File: src/lsim_pkg.sv
`timescale 1ns / 1ps
// types and constants shared by the lattice site index mapper
// no dependencies

package lsim_pkg;

    localparam int EXT_W   = 9;   // extent register width
    localparam int CRD_W   = 10;  // signed input coordinate width
    localparam int IDX_W   = 32;  // site index width
    localparam int COUT_W  = 8;   // output coordinate width
    localparam int DIV_W   = IDX_W + 1;  // dividend, room for the even/odd doubling
    localparam int DIV_BPS = 6;   // quotient bits resolved per divider stage
    localparam int DIV_ST  = (DIV_W + DIV_BPS - 1) / DIV_BPS;

    localparam logic [1:0] CFG_EXT_X = 2'd0;
    localparam logic [1:0] CFG_EXT_Y = 2'd1;
    localparam logic [1:0] CFG_EXT_Z = 2'd2;
    localparam logic [1:0] CFG_EXT_T = 2'd3;

    typedef enum logic [1:0] {
        OP_TO_LEX   = 2'd0,
        OP_TO_EO    = 2'd1,
        OP_FROM_LEX = 2'd2,
        OP_FROM_EO  = 2'd3
    } t_op;

    typedef struct packed {
        t_op                op;
        logic [CRD_W-1:0]   coord_x;
        logic [CRD_W-1:0]   coord_y;
        logic [CRD_W-1:0]   coord_z;
        logic [CRD_W-1:0]   coord_t;
        logic [IDX_W-1:0]   site_index;
        logic               parity_in;
    } t_in_word;

    typedef struct packed {
        logic [IDX_W-1:0]   index_out;
        logic [COUT_W-1:0]  x_out;
        logic [COUT_W-1:0]  y_out;
        logic [COUT_W-1:0]  z_out;
        logic [COUT_W-1:0]  t_out;
        logic               parity_out;
        logic               range_error;
    } t_out_word;

endpackage

File: src/lsim_div.sv
`timescale 1ns / 1ps
// pipelined restoring divider: 33-bit dividend by a 9-bit extent
// depends on lsim_pkg; DIV_ST register stages, DIV_BPS quotient bits each

module lsim_div (
    input  logic                        i_clk,
    input  logic                        i_en,
    input  logic [lsim_pkg::DIV_W-1:0]  i_num,
    input  logic [lsim_pkg::EXT_W-1:0]  i_den,
    output logic [lsim_pkg::DIV_W-1:0]  o_quo,
    output logic [lsim_pkg::COUT_W-1:0] o_rem
);
    import lsim_pkg::*;

    // dividend bits are replaced by quotient bits as they are consumed
    logic [DIV_W-1:0]  r_w [DIV_ST];
    logic [COUT_W-1:0] r_r [DIV_ST];
    logic [DIV_W-1:0]  n_w [DIV_ST];
    logic [COUT_W-1:0] n_r [DIV_ST];

    always_comb begin
        logic [DIV_W-1:0]  w;
        logic [COUT_W-1:0] r;
        logic [EXT_W-1:0]  t;
        int                pos;
        for (int k = 0; k < DIV_ST; k++) begin
            if (k == 0) begin
                w = i_num;
                r = '0;
            end else begin
                w = r_w[k-1];
                r = r_r[k-1];
            end
            for (int j = 0; j < DIV_BPS; j++) begin
                pos = DIV_W - 1 - (k * DIV_BPS + j);
                if (pos >= 0) begin
                    t = {r, w[pos]};
                    if (t >= i_den) begin
                        t = t - i_den;
                        w[pos] = 1'b1;
                    end else begin
                        w[pos] = 1'b0;
                    end
                    r = t[COUT_W-1:0];
                end
            end
            n_w[k] = w;
            n_r[k] = r;
        end
    end

    always_ff @(posedge i_clk) begin
        if (i_en) begin
            for (int k = 0; k < DIV_ST; k++) begin
                r_w[k] <= n_w[k];
                r_r[k] <= n_r[k];
            end
        end
    end

    assign o_quo = r_w[DIV_ST-1];
    assign o_rem = r_r[DIV_ST-1];

endmodule

File: config.mk
export PLATFORM = sky130hd
export DESIGN_NAME = lsim_div
export DESIGN_NICKNAME = d
export VERILOG_FILES = /design/src/lsim_pkg.sv /design/src/lsim_div.sv
export SDC_FILE = /design/constraint.sdc
export NUM_CORES = 1
export LEC_CHECK = 0
export ABC_AREA = 1
export ABC_CLOCK_PERIOD_IN_PS = 16400
export BUFFER_PORTS_ARGS = -buffer_cell sky130_fd_sc_hd__buf_2
export CAP_MARGIN = 20
export CORE_MARGIN = 2
export CORE_UTILIZATION = 54
export DETAILED_ROUTE_END_ITERATION = 8
export GPL_TIMING_DRIVEN = 0
export PLACE_DENSITY = 0.71
export REMOVE_ABC_BUFFERS = 1
export SETUP_SLACK_MARGIN = 0.15
export SKIP_LAST_GASP = 1
export SLEW_MARGIN = 20
export SYNTH_ARGS = -nofsm -noshare
export SYNTH_HDL_FRONTEND = slang
export SYNTH_SLANG_ARGS = --single-unit
export TNS_END_PERCENT = 20
File: constraint.sdc
create_clock -name i_clk -period 16.4 [get_ports i_clk]
set_input_delay 3.28 -clock i_clk [delete_from_list [all_inputs] [get_ports i_clk]]
set_output_delay 3.28 -clock i_clk [all_outputs]
set_load 0.01 [all_outputs]
==> reports/qor.txt <==
post-DP HPWL - 38,040 um
largest net degree at the start of global routing - 105
ant diodes - 0
WL/cell - 14.51 um
Yosys top cell area share - 32.42%
overall routing resource usage - 23.58%
Core Area - 41,760 um^2
# setup viols final - 0
die area - 43,850 um^2
Yosys warning total - 0
area added between synthesis and finish - 9.655%
mapped cell area - 22,780 um^2
CTS Hold Bufs - 0
Post-Syn Instances - 2,890
final hold vios - 0
Starting Density - 54.56%
global-route wire length before repair - 85,910 um
Root Driver - clkbuf_16
Critical Path RT - 16,710 ps
CTS Sinks - 246
port bufs - 84
outcome - finished clean
number of flops mapped to enable cells by yosys - 246
CP max stage cell - a21oi_1
Placed Cells incl. Taps - 3,505
post_cts resized - 0
crit path kind - input pin to flip-flop
CTS Buf Count - 30
DRC Markers - 0
Setup crit start kind - input pin
1st-iter DRT viols - 969
vias per cell - 5.438
GPL Wtd Cong - 0.9040
Yosys reg bits - 246
H-tree depth - 1
commonest cells after routing, fill and taps aside - 744 x nand2_1, 389 x inv_1, 290 x ha_1
Synth cell types - 59
r2r setup slk - 5220 ps
setup total negative slack - 0 ps
CP most frequent cell - nand2_1
area leader, netlist - edfxtp_1
post-CTS setup buffers - 0
Critical Path Fanout Max - 28
# rows - 75
commonest non-fill, non-tap cell in the layout - nand2_1
Worst-Margin Slew - 1008 ps
antenna-violating nets left - 0
CTS max path bufs - 3
min Tclk post-route - 14,560 ps
ranking of synthesized cells by area - edfxtp_1 32%, ha_1 16%, nand2_1 12%
CTS clock-pin slew for the worst setup and hold paths - 70 ps
Clock Skew - 40.64 ps
Max-slew headroom - 32.81%
RSZ-0062 raised after global routing - false
number of max-cap violations - 0
register area share after synthesis - 32.42%
HP Class - flip-flop to flip-flop
crit end category - flip-flop
grt total ovfl - 0
fraction of registers with async set/reset - 0%
clk_lat worst skew - 580 ps
non-filler cells, final - 3,557
Routed WL - 51,600 um
vias in the first global route - 18,390
Fillers - 3,635
TritonCTS clock tree - yes
largest stage delay on the critical path - 800 ps
layout cells sized above 1 - 8.151%
First-pass DRT Iterations - 5
DIE WIDTH - 209.4 um
Peak Freq - 68.70 MHz
max-slew violation count - 0
syn_area_per_cell - 7.883 um^2
io pins - 85
nets@finish - 3,364
Vias - 19,340
WP data arrival - 14,870 ps
Final Cycle Share - 88.76%
initial antenna violation count - 0
Die H - 209.4 um
Synth Flop Type - edfxtp_1
-- cell type report --
class,instances,area (um^2),area share (%)
Clock inverter,15,186.4,0.7462
Multi-Input combinational cell,2208,13710,54.90
Sequential cell,246,7387,29.57
Inverter,418,1572,6.290
Timing Repair Buffer,94,650.6,2.604
Clock buffer,37,798.3,3.195
Tap cell,539,674.4,2.699
-- flip-flops by register name, summed over array words and instances (netlist names) --
signal / count
r_r: 48
r_w: 198
-- synth_stat cells, drive strengths merged, types with 11 or more instances --
master    n
nand4    40
nand2   755
edfxtp  246
or2      37
fa       32
inv     415
buf      16
xnor2    44
nor2    178
nor3     38
a21boi   17
o21bai   12
and2     17
ha      290
o21ai   162
a21oi   181
nand3b   11
nand3   220
a31oi    18
xor2    100
o31ai    11
-- metal layers --
metal / part of all wire [%] / GRT usage (%)
met1: 45 / 30.98
met2: 47 / 41.25
met3: 5.0 / 2.589
met4: 2.3 / 6.626
met5: 0 / 0
-- kinds of logic (layout without fill, tap and decap cells) --
logic type	Yosys count	after routing	synth area share, %
multiplexers	1	1	0.04394
XOR/XNOR	144	144	5.536
buffers and inverters	436	564	7.381
adder cells (fa/ha/maj)	322	322	18.74
flip-flops	246	246	32.42
AND/OR/NAND/NOR	1303	1303	24.93
AO/OA/AOI/OAI	438	438	10.95
-- worst paths after layout --
path,from,end,depth (start not counted)
setup / recovery,i_den[1],r_r[1][6],56
setup reg to reg,r_w[0][26],r_r[1][6],56
hold reg to reg,r_w[2][24],r_w[3][24],0
hold / removal,r_w[2][24],r_w[3][24],0
-- worst max-delay path: cells and delay by family --
family / cells / cell delay, ps
buf+inv: 13 / 2940
compound gates: 16 / 3220
simple gates: 20 / 3060
xor+xnor: 1 / 170
fa+ha+maj: 6 / 2110
-- through the flow --
stage / hold WS, ps / setup WS, ps / area (um^2) / util [%]
2_1_floorplan: 400.3 / 3667 / 22670 / -
3_3_place_gp: 401.1 / -597.0 / 23770 / 56.91
6_report: 384.9 / 1844 / 24980 / 59.83
3_5_place_dp: 404.5 / 1274 / 24000 / 57.47
4_1_cts: 388.7 / 1758 / 24980 / 59.83
5_1_grt: 412.6 / 496.5 / 24980 / 59.83
Power is not shown: default switching activity piles up to over one toggle a cycle in this logic, so the estimate is an artifact.
